### src/design/interval_running_statistics_assert.svh
// ----------------------------------------------------------------------------
// Interval running statistics assertion macros
// Concurrent assertion wrappers; define NO_ASSERTIONS to drop them all.
// ----------------------------------------------------------------------------
`ifndef INTERVAL_RUNNING_STATISTICS_ASSERT_SVH
`define INTERVAL_RUNNING_STATISTICS_ASSERT_SVH

`ifndef NO_ASSERTIONS

// Check that a condition implies another in the same cycle
`define IRS_ASSERT_IMPL(lbl, ck, rn, a, c) \
    lbl: assert property (@(posedge ck) disable iff (!rn) (a) |-> (c)) \
        else $error("interval_running_statistics: assertion failed");

// Check that a condition implies another in the next cycle
`define IRS_ASSERT_NEXT(lbl, ck, rn, a, c) \
    lbl: assert property (@(posedge ck) disable iff (!rn) (a) |=> (c)) \
        else $error("interval_running_statistics: assertion failed");

`else

`define IRS_ASSERT_IMPL(lbl, ck, rn, a, c)
`define IRS_ASSERT_NEXT(lbl, ck, rn, a, c)

`endif

`endif

### src/design/irs_pkg.sv
`timescale 1ns / 1ps
// ----------------------------------------------------------------------------
// irs_pkg
// Widths, limits, command codes and control structs shared by the interval
// statistics controller and datapath.
// ----------------------------------------------------------------------------
package irs_pkg;

    // Field and state widths
    localparam int TIME_W        = 32;
    localparam int INTERVAL_BITS = 24;
    localparam int FRAC_BITS     = 8;
    localparam int WEIGHT_BITS   = 16;
    localparam int MEAN_W        = 32;
    localparam int MSQ_W         = 56;
    localparam int CNT_W         = 32;
    localparam int MUL_W         = 32;
    localparam int WIDE_W        = 2 * MUL_W;

    // Serial multiply/divide unit widths
    localparam int PROD_W        = MSQ_W + CNT_W + 1;
    localparam int MCAND_W       = MSQ_W + CNT_W;
    localparam int DIV_STEPS     = PROD_W;
    localparam int DIV_CNT_W     = $clog2(DIV_STEPS + 1);

    // Output packing
    localparam int OUT_FIELDS_W  = MEAN_W + MSQ_W + CNT_W + 1;
    localparam int OUT_W         = ((OUT_FIELDS_W + 7) / 8) * 8;
    localparam int OUT_PAD_W     = OUT_W - OUT_FIELDS_W;

    // Saturation limits
    localparam logic [MEAN_W-1:0] MEAN_MAX     = '1;
    localparam logic [MSQ_W-1:0]  MSQ_MAX      = '1;
    localparam logic [CNT_W-1:0]  CNT_MAX      = '1;
    localparam logic [WIDE_W-1:0] INTERVAL_MAX =
        (WIDE_W'(1) << INTERVAL_BITS) - WIDE_W'(1);
    localparam logic [WIDE_W-1:0] SQ_LIMIT     = WIDE_W'(MSQ_MAX) >> FRAC_BITS;
    localparam logic [WIDE_W-1:0] WEIGHT_ONE   = WIDE_W'(1) << WEIGHT_BITS;

    // Datapath operation codes
    localparam logic [3:0] OP_NONE     = 4'd0;
    localparam logic [3:0] OP_CAPTURE  = 4'd1;
    localparam logic [3:0] OP_CLEAR    = 4'd2;
    localparam logic [3:0] OP_ARM      = 4'd3;
    localparam logic [3:0] OP_DELTA    = 4'd4;
    localparam logic [3:0] OP_SQUARE   = 4'd5;
    localparam logic [3:0] OP_WPROD    = 4'd6;
    localparam logic [3:0] OP_LOAD     = 4'd7;
    localparam logic [3:0] OP_MUL_STEP = 4'd8;
    localparam logic [3:0] OP_DIV_STEP = 4'd9;
    localparam logic [3:0] OP_STORE    = 4'd10;
    localparam logic [3:0] OP_COMMIT   = 4'd11;
    localparam logic [3:0] OP_OUTPUT   = 4'd12;

    // Accumulator preload selects
    localparam logic [1:0] PROD_KEEP = 2'd0;
    localparam logic [1:0] PROD_ZERO = 2'd1;
    localparam logic [1:0] PROD_X    = 2'd2;
    localparam logic [1:0] PROD_X2   = 2'd3;

    // Multiplicand selects
    localparam logic [1:0] MCAND_X    = 2'd0;
    localparam logic [1:0] MCAND_X2   = 2'd1;
    localparam logic [1:0] MCAND_MEAN = 2'd2;
    localparam logic [1:0] MCAND_MSQ  = 2'd3;

    // Multiplier selects
    localparam logic [1:0] MPLIER_COUNT = 2'd0;
    localparam logic [1:0] MPLIER_W     = 2'd1;
    localparam logic [1:0] MPLIER_WN    = 2'd2;
    localparam logic [1:0] MPLIER_MEAN  = 2'd3;

    typedef struct packed {
        logic [3:0] op;
        logic [1:0] prod_sel;
        logic [1:0] mcand_sel;
        logic [1:0] mplier_sel;
        logic       ema;        // store: take moving-average result
        logic       phase;      // store: 0 = mean, 1 = mean of squares
    } irs_cmd_t;

    typedef struct packed {
        logic clear_item;
        logic armed;
        logic use_ema;
        logic mul_done;
    } irs_status_t;

endpackage

### src/design/irs_datapath.sv
`timescale 1ns / 1ps
`include "interval_running_statistics_assert.svh"
// ----------------------------------------------------------------------------
// irs_datapath
// Statistics state, interval preparation, shared shift-add multiplier and
// restoring divider, variance and output registers.
// ----------------------------------------------------------------------------
module irs_datapath (
    input  logic                          clk,
    input  logic                          rst_n,
    input  logic                          cfg_valid,
    input  logic [irs_pkg::WEIGHT_BITS-1:0] cfg_data,
    input  logic                          s_tuser,
    input  logic [irs_pkg::TIME_W-1:0]    s_tdata,
    input  irs_pkg::irs_cmd_t             cmd,
    output irs_pkg::irs_status_t          sts,
    output logic [irs_pkg::OUT_W-1:0]     out_data
);

    // Architectural state
    logic [irs_pkg::WEIGHT_BITS-1:0] weight_reg;
    logic                            armed_reg;
    logic [irs_pkg::TIME_W-1:0]      last_time_reg;
    logic [irs_pkg::CNT_W-1:0]       count_reg;
    logic [irs_pkg::MEAN_W-1:0]      mean_reg;
    logic [irs_pkg::MSQ_W-1:0]       msq_reg;

    // Working registers
    logic                            in_clear_reg;
    logic [irs_pkg::TIME_W-1:0]      in_time_reg;
    logic [irs_pkg::INTERVAL_BITS-1:0] d_reg;
    logic [irs_pkg::MEAN_W-1:0]      x_reg;
    logic [irs_pkg::MSQ_W-1:0]       x2_reg;
    logic [irs_pkg::WIDE_W-1:0]      mp_reg;
    logic [irs_pkg::PROD_W-1:0]      prod_reg;
    logic [irs_pkg::MCAND_W-1:0]     mcand_reg;
    logic [irs_pkg::MUL_W-1:0]       mplier_reg;
    logic [irs_pkg::CNT_W-1:0]       rem_reg;

    // Output registers
    logic [irs_pkg::MEAN_W-1:0]      out_mean_reg;
    logic [irs_pkg::MSQ_W-1:0]       out_var_reg;
    logic [irs_pkg::CNT_W-1:0]       out_count_reg;
    logic                            out_ready_reg;

    logic [irs_pkg::CNT_W-1:0]       newc;
    logic [irs_pkg::TIME_W-1:0]      delta;
    logic [irs_pkg::INTERVAL_BITS-1:0] d_sat;
    logic [irs_pkg::WIDE_W-1:0]      x_full;
    logic [irs_pkg::MEAN_W-1:0]      x_sat;
    logic [irs_pkg::MSQ_W-1:0]       x2_sat;
    logic [irs_pkg::MUL_W-1:0]       mul_a;
    logic [irs_pkg::MUL_W-1:0]       mul_b;
    logic [irs_pkg::WIDE_W-1:0]      mul_p;
    logic [irs_pkg::WEIGHT_BITS:0]   wn_full;
    logic [irs_pkg::PROD_W-1:0]      mul_addend;
    logic [irs_pkg::CNT_W:0]         trial;
    logic                            trial_ge;
    logic [irs_pkg::CNT_W:0]         trial_diff;
    logic [irs_pkg::PROD_W-1:0]      store_val;
    logic [irs_pkg::MEAN_W-1:0]      mean_sat;
    logic [irs_pkg::MSQ_W-1:0]       msq_sat;
    logic [irs_pkg::MSQ_W-1:0]       sq;
    logic [irs_pkg::MSQ_W-1:0]       var_val;
    logic [irs_pkg::PROD_W-1:0]      prod_load;
    logic [irs_pkg::MCAND_W-1:0]     mcand_load;
    logic [irs_pkg::MUL_W-1:0]       mplier_load;

    // Saturating count increment
    assign newc = (count_reg == irs_pkg::CNT_MAX) ? count_reg
                                                   : count_reg + irs_pkg::CNT_W'(1);

    // Wrapping interval, clamped to the interval width
    assign delta = in_time_reg - last_time_reg;
    assign d_sat = (irs_pkg::WIDE_W'(delta) > irs_pkg::INTERVAL_MAX)
                 ? irs_pkg::INTERVAL_BITS'(irs_pkg::INTERVAL_MAX)
                 : delta[irs_pkg::INTERVAL_BITS-1:0];

    // Scale interval and its square to fixed point
    assign x_full = irs_pkg::WIDE_W'(d_reg) << irs_pkg::FRAC_BITS;
    assign x_sat  = (x_full > irs_pkg::WIDE_W'(irs_pkg::MEAN_MAX))
                  ? irs_pkg::MEAN_MAX : x_full[irs_pkg::MEAN_W-1:0];
    assign x2_sat = (mp_reg > irs_pkg::SQ_LIMIT)
                  ? irs_pkg::MSQ_MAX
                  : irs_pkg::MSQ_W'(mp_reg << irs_pkg::FRAC_BITS);

    // Share one parallel multiplier between interval square and weight test
    always_comb
    begin
        if (cmd.op == irs_pkg::OP_WPROD)
        begin
            mul_a = irs_pkg::MUL_W'(weight_reg);
            mul_b = newc;
        end
        else
        begin
            mul_a = irs_pkg::MUL_W'(d_reg);
            mul_b = irs_pkg::MUL_W'(d_reg);
        end
    end
    assign mul_p = irs_pkg::WIDE_W'(mul_a) * irs_pkg::WIDE_W'(mul_b);

    assign wn_full = (irs_pkg::WEIGHT_BITS+1)'(irs_pkg::WEIGHT_ONE)
                   - (irs_pkg::WEIGHT_BITS+1)'(weight_reg);

    // Shift-add multiply step
    assign mul_addend = mplier_reg[0] ? irs_pkg::PROD_W'(mcand_reg) : '0;

    // Restoring divide step by the new count
    assign trial      = {rem_reg, prod_reg[irs_pkg::PROD_W-1]};
    assign trial_ge   = (trial >= {1'b0, newc});
    assign trial_diff = trial - {1'b0, newc};

    // Saturate the finished quotient or the scaled weighted sum
    assign store_val = cmd.ema ? (prod_reg >> irs_pkg::WEIGHT_BITS) : prod_reg;
    assign mean_sat  = (store_val > irs_pkg::PROD_W'(irs_pkg::MEAN_MAX))
                     ? irs_pkg::MEAN_MAX : store_val[irs_pkg::MEAN_W-1:0];
    assign msq_sat   = (store_val > irs_pkg::PROD_W'(irs_pkg::MSQ_MAX))
                     ? irs_pkg::MSQ_MAX : store_val[irs_pkg::MSQ_W-1:0];

    // Variance from the squared mean left in the accumulator
    assign sq      = prod_reg[irs_pkg::MSQ_W+irs_pkg::FRAC_BITS-1:irs_pkg::FRAC_BITS];
    assign var_val = (msq_reg > sq) ? (msq_reg - sq) : '0;

    // Operand selection for a load
    always_comb
    begin
        case (cmd.prod_sel)
            irs_pkg::PROD_ZERO: prod_load = '0;
            irs_pkg::PROD_X:    prod_load = irs_pkg::PROD_W'(x_reg);
            irs_pkg::PROD_X2:   prod_load = irs_pkg::PROD_W'(x2_reg);
            default:            prod_load = prod_reg;
        endcase
        case (cmd.mcand_sel)
            irs_pkg::MCAND_X:    mcand_load = irs_pkg::MCAND_W'(x_reg);
            irs_pkg::MCAND_X2:   mcand_load = irs_pkg::MCAND_W'(x2_reg);
            irs_pkg::MCAND_MEAN: mcand_load = irs_pkg::MCAND_W'(mean_reg);
            default:             mcand_load = irs_pkg::MCAND_W'(msq_reg);
        endcase
        case (cmd.mplier_sel)
            irs_pkg::MPLIER_COUNT: mplier_load = count_reg;
            irs_pkg::MPLIER_W:     mplier_load = irs_pkg::MUL_W'(weight_reg);
            irs_pkg::MPLIER_WN:    mplier_load = irs_pkg::MUL_W'(wn_full);
            default:               mplier_load = irs_pkg::MUL_W'(mean_reg);
        endcase
    end

    // Update weight register and statistics state
    always_ff @(posedge clk or negedge rst_n)
    begin
        if (!rst_n)
        begin
            weight_reg    <= '0;
            armed_reg     <= 1'b0;
            last_time_reg <= '0;
            count_reg     <= '0;
            mean_reg      <= '0;
            msq_reg       <= '0;
        end
        else
        begin
            if (cfg_valid)
            begin
                weight_reg <= cfg_data;
            end
            unique case (cmd.op)
                irs_pkg::OP_CLEAR:
                begin
                    last_time_reg <= '0;
                    count_reg     <= '0;
                    mean_reg      <= '0;
                    msq_reg       <= '0;
                end
                irs_pkg::OP_ARM:
                begin
                    armed_reg     <= 1'b1;
                    last_time_reg <= in_time_reg;
                end
                irs_pkg::OP_STORE:
                begin
                    if (cmd.phase)
                    begin
                        msq_reg <= msq_sat;
                    end
                    else
                    begin
                        mean_reg <= mean_sat;
                    end
                end
                irs_pkg::OP_COMMIT:
                begin
                    count_reg     <= newc;
                    last_time_reg <= in_time_reg;
                end
                default:
                begin
                end
            endcase
        end
    end

    // Advance working registers
    always_ff @(posedge clk)
    begin
        unique case (cmd.op)
            irs_pkg::OP_CAPTURE:
            begin
                in_clear_reg <= s_tuser;
                in_time_reg  <= s_tdata;
            end
            irs_pkg::OP_DELTA:
            begin
                d_reg <= d_sat;
            end
            irs_pkg::OP_SQUARE:
            begin
                x_reg  <= x_sat;
                mp_reg <= mul_p;
            end
            irs_pkg::OP_WPROD:
            begin
                x2_reg <= x2_sat;
                mp_reg <= mul_p;
            end
            irs_pkg::OP_LOAD:
            begin
                prod_reg   <= prod_load;
                mcand_reg  <= mcand_load;
                mplier_reg <= mplier_load;
                rem_reg    <= '0;
            end
            irs_pkg::OP_MUL_STEP:
            begin
                prod_reg   <= prod_reg + mul_addend;
                mcand_reg  <= mcand_reg << 1;
                mplier_reg <= mplier_reg >> 1;
            end
            irs_pkg::OP_DIV_STEP:
            begin
                rem_reg  <= trial_ge ? trial_diff[irs_pkg::CNT_W-1:0]
                                     : trial[irs_pkg::CNT_W-1:0];
                prod_reg <= {prod_reg[irs_pkg::PROD_W-2:0], trial_ge};
            end
            irs_pkg::OP_OUTPUT:
            begin
                out_mean_reg  <= mean_reg;
                out_var_reg   <= var_val;
                out_count_reg <= count_reg;
                out_ready_reg <= armed_reg;
            end
            default:
            begin
            end
        endcase
    end

    // Status to the controller
    assign sts.clear_item = in_clear_reg;
    assign sts.armed      = armed_reg;
    assign sts.use_ema    = (weight_reg != '0) && (count_reg != '0)
                         && (mp_reg >= irs_pkg::WEIGHT_ONE);
    assign sts.mul_done   = (mplier_reg == '0);

    assign out_data = {{irs_pkg::OUT_PAD_W{1'b0}}, out_ready_reg, out_count_reg,
                       out_var_reg, out_mean_reg};

    `IRS_ASSERT_IMPL(a_div_rem_below_divisor, clk, rst_n, cmd.op == irs_pkg::OP_DIV_STEP, rem_reg < newc)
    `IRS_ASSERT_IMPL(a_count_changes_on_commit_or_clear, clk, rst_n, count_reg != $past(count_reg), $past(cmd.op) == irs_pkg::OP_COMMIT || $past(cmd.op) == irs_pkg::OP_CLEAR)
    `IRS_ASSERT_IMPL(a_armed_never_falls, clk, rst_n, 1'b1, !$fell(armed_reg))

endmodule

### src/design/irs_ctrl.sv
`timescale 1ns / 1ps
`include "interval_running_statistics_assert.svh"
// ----------------------------------------------------------------------------
// irs_ctrl
// Sequencer for the interval statistics datapath: input and output
// handshakes, update mode choice, multiply and divide step control.
// ----------------------------------------------------------------------------
module irs_ctrl (
    input  logic                 clk,
    input  logic                 rst_n,
    input  logic                 s_tvalid,
    output logic                 s_tready,
    output logic                 m_tvalid,
    input  logic                 m_tready,
    input  irs_pkg::irs_status_t sts,
    output irs_pkg::irs_cmd_t    cmd
);

    localparam logic [3:0] S_IDLE     = 4'd0;
    localparam logic [3:0] S_DISPATCH = 4'd1;
    localparam logic [3:0] S_SQUARE   = 4'd2;
    localparam logic [3:0] S_WPROD    = 4'd3;
    localparam logic [3:0] S_MODE     = 4'd4;
    localparam logic [3:0] S_LOAD1    = 4'd5;
    localparam logic [3:0] S_MUL1     = 4'd6;
    localparam logic [3:0] S_LOAD2    = 4'd7;
    localparam logic [3:0] S_MUL2     = 4'd8;
    localparam logic [3:0] S_DIV      = 4'd9;
    localparam logic [3:0] S_STORE    = 4'd10;
    localparam logic [3:0] S_COMMIT   = 4'd11;
    localparam logic [3:0] S_VAR_LOAD = 4'd12;
    localparam logic [3:0] S_VAR_MUL  = 4'd13;
    localparam logic [3:0] S_OUT      = 4'd14;

    logic [3:0]                    state_reg;
    logic [3:0]                    state_next;
    logic                          phase_reg;
    logic                          phase_next;
    logic                          ema_reg;
    logic                          ema_next;
    logic [irs_pkg::DIV_CNT_W-1:0] div_cnt_reg;
    logic [irs_pkg::DIV_CNT_W-1:0] div_cnt_next;
    logic                          out_valid_reg;
    logic                          out_valid_next;

    // Next state and datapath commands
    always_comb
    begin
        state_next     = state_reg;
        phase_next     = phase_reg;
        ema_next       = ema_reg;
        div_cnt_next   = div_cnt_reg;
        out_valid_next = out_valid_reg && !m_tready;
        cmd            = '0;
        cmd.op         = irs_pkg::OP_NONE;
        cmd.ema        = ema_reg;
        cmd.phase      = phase_reg;

        unique case (state_reg)
            S_IDLE:
            begin
                if (s_tvalid)
                begin
                    cmd.op     = irs_pkg::OP_CAPTURE;
                    state_next = S_DISPATCH;
                end
            end
            S_DISPATCH:
            begin
                if (sts.clear_item)
                begin
                    cmd.op     = irs_pkg::OP_CLEAR;
                    state_next = S_VAR_LOAD;
                end
                else if (!sts.armed)
                begin
                    cmd.op     = irs_pkg::OP_ARM;
                    state_next = S_VAR_LOAD;
                end
                else
                begin
                    cmd.op     = irs_pkg::OP_DELTA;
                    state_next = S_SQUARE;
                end
            end
            S_SQUARE:
            begin
                cmd.op     = irs_pkg::OP_SQUARE;
                state_next = S_WPROD;
            end
            S_WPROD:
            begin
                cmd.op     = irs_pkg::OP_WPROD;
                state_next = S_MODE;
            end
            S_MODE:
            begin
                phase_next = 1'b0;
                ema_next   = sts.use_ema;
                state_next = S_LOAD1;
            end
            S_LOAD1:
            begin
                // Preload: weighted new sample, or old mean times old count plus sample
                cmd.op       = irs_pkg::OP_LOAD;
                div_cnt_next = '0;
                if (ema_reg)
                begin
                    cmd.prod_sel   = irs_pkg::PROD_ZERO;
                    cmd.mcand_sel  = phase_reg ? irs_pkg::MCAND_X2 : irs_pkg::MCAND_X;
                    cmd.mplier_sel = irs_pkg::MPLIER_W;
                end
                else
                begin
                    cmd.prod_sel   = phase_reg ? irs_pkg::PROD_X2 : irs_pkg::PROD_X;
                    cmd.mcand_sel  = phase_reg ? irs_pkg::MCAND_MSQ : irs_pkg::MCAND_MEAN;
                    cmd.mplier_sel = irs_pkg::MPLIER_COUNT;
                end
                state_next = S_MUL1;
            end
            S_MUL1:
            begin
                cmd.op = irs_pkg::OP_MUL_STEP;
                if (sts.mul_done)
                begin
                    state_next = ema_reg ? S_LOAD2 : S_DIV;
                end
            end
            S_LOAD2:
            begin
                // Keep the weighted sample, add the old mean times one minus weight
                cmd.op         = irs_pkg::OP_LOAD;
                cmd.prod_sel   = irs_pkg::PROD_KEEP;
                cmd.mcand_sel  = phase_reg ? irs_pkg::MCAND_MSQ : irs_pkg::MCAND_MEAN;
                cmd.mplier_sel = irs_pkg::MPLIER_WN;
                state_next     = S_MUL2;
            end
            S_MUL2:
            begin
                cmd.op = irs_pkg::OP_MUL_STEP;
                if (sts.mul_done)
                begin
                    state_next = S_STORE;
                end
            end
            S_DIV:
            begin
                cmd.op       = irs_pkg::OP_DIV_STEP;
                div_cnt_next = div_cnt_reg + irs_pkg::DIV_CNT_W'(1);
                if (div_cnt_reg == irs_pkg::DIV_CNT_W'(irs_pkg::DIV_STEPS - 1))
                begin
                    state_next = S_STORE;
                end
            end
            S_STORE:
            begin
                cmd.op = irs_pkg::OP_STORE;
                if (!phase_reg)
                begin
                    phase_next = 1'b1;
                    state_next = S_LOAD1;
                end
                else
                begin
                    state_next = S_COMMIT;
                end
            end
            S_COMMIT:
            begin
                cmd.op     = irs_pkg::OP_COMMIT;
                state_next = S_VAR_LOAD;
            end
            S_VAR_LOAD:
            begin
                cmd.op         = irs_pkg::OP_LOAD;
                cmd.prod_sel   = irs_pkg::PROD_ZERO;
                cmd.mcand_sel  = irs_pkg::MCAND_MEAN;
                cmd.mplier_sel = irs_pkg::MPLIER_MEAN;
                state_next     = S_VAR_MUL;
            end
            S_VAR_MUL:
            begin
                cmd.op = irs_pkg::OP_MUL_STEP;
                if (sts.mul_done)
                begin
                    state_next = S_OUT;
                end
            end
            S_OUT:
            begin
                // Hold until the output register is free
                if (!out_valid_reg || m_tready)
                begin
                    cmd.op         = irs_pkg::OP_OUTPUT;
                    out_valid_next = 1'b1;
                    state_next     = S_IDLE;
                end
            end
            default:
            begin
                state_next = S_IDLE;
            end
        endcase
    end

    // Advance controller registers
    always_ff @(posedge clk or negedge rst_n)
    begin
        if (!rst_n)
        begin
            state_reg     <= S_IDLE;
            phase_reg     <= 1'b0;
            ema_reg       <= 1'b0;
            div_cnt_reg   <= '0;
            out_valid_reg <= 1'b0;
        end
        else
        begin
            state_reg     <= state_next;
            phase_reg     <= phase_next;
            ema_reg       <= ema_next;
            div_cnt_reg   <= div_cnt_next;
            out_valid_reg <= out_valid_next;
        end
    end

    assign s_tready = (state_reg == S_IDLE);
    assign m_tvalid = out_valid_reg;

    `IRS_ASSERT_NEXT(a_accept_to_dispatch, clk, rst_n, s_tvalid && s_tready, state_reg == S_DISPATCH)
    `IRS_ASSERT_IMPL(a_result_from_out_state, clk, rst_n, $rose(out_valid_reg), $past(state_reg) == S_OUT)
    `IRS_ASSERT_IMPL(a_div_count_range, clk, rst_n, state_reg == S_DIV, div_cnt_reg < irs_pkg::DIV_CNT_W'(irs_pkg::DIV_STEPS))

endmodule

### src/design/interval_running_statistics.sv
`timescale 1ns / 1ps
// ----------------------------------------------------------------------------
// interval_running_statistics
// Running mean and variance of the time between arrival events.
// ----------------------------------------------------------------------------
// Usage: each transaction on the s_ channel is one event. tuser = 0 marks an
// arrival at the timestamp in tdata, tuser = 1 clears the statistics (the
// armed flag stays). Every input transaction yields exactly one result
// transaction on the m_ channel with mean, variance, count and ready flag.
// The cfg channel writes the Q0.16 moving-average weight; write it only
// while the block is idle. cfg_ready is always high.
// The cumulative-average update runs a one-bit-per-cycle restoring divider
// over 89 bits twice (mean and mean of squares); the multiplies are
// shift-add, one multiplier bit per cycle.
// One item is processed at a time; s_tready is high only while idle.
// A finished result sits in the output register; the next input is taken
// while it waits, and if m_tready stays low the next result waits too.
// Reset clears the weight, the statistics and the armed flag.
// ----------------------------------------------------------------------------
module interval_running_statistics (
    input  logic                         clk,
    input  logic                         rst_n,
    // Input channel
    input  logic                         s_tvalid,
    output logic                         s_tready,
    input  logic [irs_pkg::TIME_W-1:0]   s_tdata,   // [31:0] receive_time
    input  logic                         s_tuser,   // [0] func
    // Result channel
    output logic                         m_tvalid,
    input  logic                         m_tready,
    // [31:0] mean_interval, [87:32] interval_variance,
    // [119:88] message_count, [120] stats_ready, [127:121] zero
    output logic [irs_pkg::OUT_W-1:0]    m_tdata,
    // Configuration channel
    input  logic                         cfg_valid,
    output logic                         cfg_ready,
    input  logic [irs_pkg::WEIGHT_BITS-1:0] cfg_data
);

    irs_pkg::irs_cmd_t    cmd;
    irs_pkg::irs_status_t sts;

    assign cfg_ready = 1'b1;

    irs_ctrl u_ctrl (
        .clk      (clk),
        .rst_n    (rst_n),
        .s_tvalid (s_tvalid),
        .s_tready (s_tready),
        .m_tvalid (m_tvalid),
        .m_tready (m_tready),
        .sts      (sts),
        .cmd      (cmd)
    );

    irs_datapath u_datapath (
        .clk       (clk),
        .rst_n     (rst_n),
        .cfg_valid (cfg_valid),
        .cfg_data  (cfg_data),
        .s_tuser   (s_tuser),
        .s_tdata   (s_tdata),
        .cmd       (cmd),
        .sts       (sts),
        .out_data  (m_tdata)
    );

endmodule
### config.mk
export PLATFORM = sky130hd
export DESIGN_NAME = interval_running_statistics
export DESIGN_NICKNAME = d
export VERILOG_FILES = /design/src/design/irs_pkg.sv /design/src/design/irs_datapath.sv /design/src/design/irs_ctrl.sv /design/src/design/interval_running_statistics.sv
export VERILOG_INCLUDE_DIRS = /design/src /design/src/design
export SDC_FILE = /design/constraint.sdc
export NUM_CORES = 2
export LEC_CHECK = 0
export BUFFER_PORTS_ARGS = -buffer_cell sky130_fd_sc_hd__buf_4
export CAP_MARGIN = 20
export CORE_ASPECT_RATIO = 1.75
export CORE_MARGIN = 2
export CORE_UTILIZATION = 50
export DETAILED_ROUTE_END_ITERATION = 8
export PLACE_DENSITY = 0.73
export SYNTH_ARGS = -nofsm -noshare
export SYNTH_HDL_FRONTEND = slang
export SYNTH_HIERARCHICAL = 1
export SYNTH_SLANG_ARGS = --single-unit
### constraint.sdc
create_clock -name clk -period 12.9 [get_ports clk]
set_clock_uncertainty 0.2 [all_clocks]
set_input_delay 1.29 -clock clk [delete_from_list [all_inputs] [get_ports clk]]
set_output_delay 1.29 -clock clk [all_outputs]
set_load 0.005 [all_outputs]
# After elaboration in Yosys (flattened, before gate mapping)
# Index checks and enable logic that the tools add are counted.
[totals]
register_bits = 754
inputBits = 54
output_inout_bits = 131
wordCells = 162
[classes]
add_sub_neg = 7
n_mul = 1
order_cmp = 8
n_eq_ne = 44
n_mux = 47
n_reduce_logical = 28
[ops]
columns = ["operator", "n"]
rows = [
  ["$pmux W89 S3", 2],
  ["$pmux W32 S2", 5],
  ["$pmux W88 S2", 1],
  ["$pmux W56 S3", 1],
  ["$mux W32", 5],
  ["$mux W56", 2],
  ["$pmux W56 S2", 1],
  ["$pmux W32 S3", 1],
  ["$add A89 B89 Y89", 1],
  ["$gt A89 B32 Y1 const B", 1],
  ["$gt A89 B56 Y1 const B", 1],
  ["$mux W89", 1],
  ["$mux W88", 1],
  ["$ge A64 B17 Y1 const B", 1],
  ["$gt A64 B48 Y1 const B", 1],
  ["$mul A32 B32 Y64", 1],
  ["$sub A32 B32 Y32", 2],
  ["$pmux W4 S15", 1],
  ["$gt A56 B56 Y1", 1],
  ["$sub A56 B56 Y56", 1],
  ["$eq A4 B4 Y1 const B", 12],
  ["$mux W4", 12],
  ["$pmux W4 S10", 1],
  ["$ge A33 B32 Y1", 1],
  ["37 further kinds", 78],
]

# Depth between registers and ports, before layout
[logic_depth]
ltp_word = 7
depth_mapped = 42

# Hierarchy
# The synthesis kept the hierarchy.
[modules_own_cells]
columns = ["module", "instances", "cells_each", "area_each_um2", "seq_area_each_um2"]
rows = [
  ["irs_datapath", 1, 7084, 67297.0, 20774.9],
  ["irs_ctrl", 1, 133, 1134.8, 350.3],
  ["interval_running_statistics", 1, 2, 11.3, 0.0],
]

# Least setup slack after synthesis
# No wires, ideal clock.
[synth_path]
kind = "input -> register"
start = "in m_tready"
end = "reg u_datapath/mcand_reg[0] in the netlist's numbering, enable pin"
setup_ns = 0.765
arrival_time_ns = 10.487
required_time_ns = 11.935
path_slack_ns = 1.448
cell_stages = 5
n_path_buf = 0
path_cell_list = "and2b_1 -> nand2_1 -> a32o_1 -> nand2b_1 -> o21ai_0"
[synth_lines]
columns = ["item", "line", "text"]
rows = [
  ["from (decl)", "interval_running_statistics.sv:30", "input logic m_tready,"],
  ["to (signal assigned)", "irs_datapath.sv:228", "mcand_reg <= mcand_load;"],
  ["to (signal assigned)", "irs_datapath.sv:235", "mcand_reg <= mcand_reg << 1;"],
  ["to (decl)", "irs_datapath.sv:36", "logic [irs_pkg::MCAND_W-1:0] mcand_reg;"],
]

==> flow_metrics.env <==
export IMPL_post_cts_setup_buffers=0
export IMPL_ys_types=111
export IMPL_row_count=179
export IMPL_grt_overflow_total=0
export IMPL_post_drt_wl_per_cell_um=28.8
export IMPL_place_port_buffers=176
export IMPL_setup_viol=0
export IMPL_die_y_um=493
export IMPL_vias_per_cell=6.22
export IMPL_path_clk_slew_ps=70
export IMPL_cts_hold_buffers=0
export IMPL_setup_slack_ps=1090
export IMPL_h_tree_depth=3
export IMPL_grt_pass1_wl_mm=382
export IMPL_postSynthAreaPerCell_um2=9.48
export IMPL_layout_commonest_cell="inv_1"
export IMPL_netlist_area_um2=68400
export IMPL_largest_register_ffs=89
export IMPL_ant_nets=0
export IMPL_worstMarginPinSlew_ps=1200
export IMPL_clock_sinks=734
export IMPL_coreArea_um2=136000
export IMPL_cts_tree="built"
export IMPL_drv_slew=0
export IMPL_dp_hpwl_mm=207
export IMPL_reg2reg_depth=34
export IMPL_numCtsBuffers=76
export IMPL_syn_inst=7219
export IMPL_relSlewSlack=0.197
export IMPL_rsz0062_at_grt="no"
export IMPL_yosysSeqAreaShare=0.309
export IMPL_fp_dieArea_um2=140000
export IMPL_preCtsSetupSlack_ps=1220
export IMPL_max_freq_mhz=84.6
export IMPL_status="finished with violations"
export IMPL_dr_pass1_iters=9
export IMPL_nets=8407
export IMPL_postCtsResizedCells=0
export IMPL_die_w_um=284
export IMPL_crit_top_cell="fa_1"
export IMPL_area_delta_synth_final_pct=8.79
export IMPL_worst_skew_pair_late_latency_ps=690
export IMPL_period_share=0.916
export IMPL_setup_tns_ps=0
export IMPL_yosysWarnings=6
export IMPL_violations="DRC"
export IMPL_synth_edff_count=551
export IMPL_final_hold_violation_count=0
export IMPL_postRouteWirelength_mm=264
export IMPL_start_util=0.503
export IMPL_num_io_pins=185
export IMPL_antenna_found_initial=19
export IMPL_min_path_cells=1
export IMPL_grt_pass1_vias=58238
export IMPL_root_buffer="clkbuf_16"
export IMPL_drtIter0Drc=5846
export IMPL_nFillCells=12256
export IMPL_min_period_ps=11810
export IMPL_hold_class="reg2reg"
export IMPL_drive_gt1_frac=0.0881
export IMPL_drc=3
export IMPL_routabilityCongestion=1.06
export IMPL_max_stage_delay_ps=800
export IMPL_cap_viol_max_count=0
export IMPL_synth_ff_type="edfxtp_1"
export IMPL_critPathLaunchType="register"
export IMPL_grtUsageTotal=0.376
export IMPL_multi_input_area_um2=42600
export IMPL_endpoint_kind="register"
export IMPL_critPathKind="reg2reg"
export IMPL_cp_required_ps=13140
export IMPL_final_cell_mix="inv_1, nand2_1, fa_1"
export IMPL_path_max_fanout=46
export IMPL_ys_ff_latch=734
export IMPL_grt_max_degree=132
export IMPL_clockBufferDepth=3
export IMPL_worstPathArrival_ps=12050
export IMPL_regArea_um2=21100
export IMPL_vias=56984
export IMPL_crit_slowest_cell="dfrtp_1"
export IMPL_async_reset_ff_frac=0.249
## Yosys cell counts (62+ instances only)
cell | count | share of area
edfxtp_1 | 551 | 0.24
or2_2 | 65 | 0.0059
nand2_1 | 771 | 0.042
nand3_1 | 80 | 0.0058
nor2_1 | 608 | 0.033
o21ai_0 | 298 | 0.022
mux2i_1 | 87 | 0.013
dfrtp_1 | 183 | 0.067
nor3_1 | 87 | 0.0064
fa_1 | 664 | 0.19
a21oi_1 | 476 | 0.035
a21o_1 | 152 | 0.017
xnor2_1 | 149 | 0.019
a31oi_1 | 98 | 0.0090
ha_1 | 407 | 0.074
a22o_1 | 62 | 0.0079
nand4_1 | 73 | 0.0067
xor2_1 | 106 | 0.014
and2_1 | 142 | 0.013
and3_1 | 144 | 0.013
clkbuf_1 | 304 | 0.017
inv_1 | 921 | 0.051
## final timing paths
path / start / to / slack (ps)
worst max-delay path: u_ctrl/state_reg[0] / u_datapath/mp_reg[33] / 1090
worst min-delay path: u_ctrl/div_cnt_reg[6] / u_ctrl/div_cnt_reg[6] / 290
worst max register to register: u_ctrl/state_reg[0] / u_datapath/mp_reg[33] / 1090
worst min register to register: u_ctrl/div_cnt_reg[6] / u_ctrl/div_cnt_reg[6] / 290
max in group asynchronous: rst_n / u_datapath/msq_reg[50] / 10930
min in group asynchronous: rst_n / u_datapath/last_time_reg[26] / 320
## area by class of cell
cell class,instances,share of cell area
sequential,734,0.284
inverter,924,0.0466
clock buffer,95,0.0273
timing repair buffer,321,0.0334
multi-input combinational,5225,0.572
antenna,13,0.000437
tap,1810,0.0304
clock inverter,45,0.00620
## routing by layer
metal,up-vias,part of all wire,track usage
met5,-,0.000049,0
met3,1196,0.075,0.0723
met1,28189,0.30,0.366
li1,24485,-,-
met4,2,0.13,0.387
met2,3112,0.49,0.649
## worst max-delay path, delay by kind of cell (launching register included)
family / cells / cell delay [ps]
buf+inv: 7 / 1180
compound gates: 11 / 2980
simple gates: 7 / 2490
fa+ha+maj: 8 / 3750
flops: 1 / 800
xor+xnor: 1 / 80
## through the flow
stage	hold slack [ps]	area (um2)	utilization	instances
detailed placement	275	71900	0.529	9009
global placement	264	71800	0.528	9003
global route	313	74400	0.547	9155
finish	288	74500	0.548	9167
floorplan	220	68700	-	7289
CTS	286	74400	0.547	9149
## logic make-up after synthesis
| logic type | count (synthesis) | share of synthesized area |
|---|---|---|
| DFF | 734 | 0.309 |
| muxes | 134 | 0.0251 |
| buffers and inverters | 1330 | 0.0757 |
| AOI/OAI and AO/OA | 1502 | 0.139 |
| and+or+nand+nor | 2186 | 0.149 |
| xor gates and xnor gates | 259 | 0.0337 |
| other | 3 | 0.000165 |
| adders and majority gates | 1071 | 0.269 |
Power is left out: the tool's default activity adds up to more than one toggle a clock period on the data nets, which glitch-free logic cannot reach.
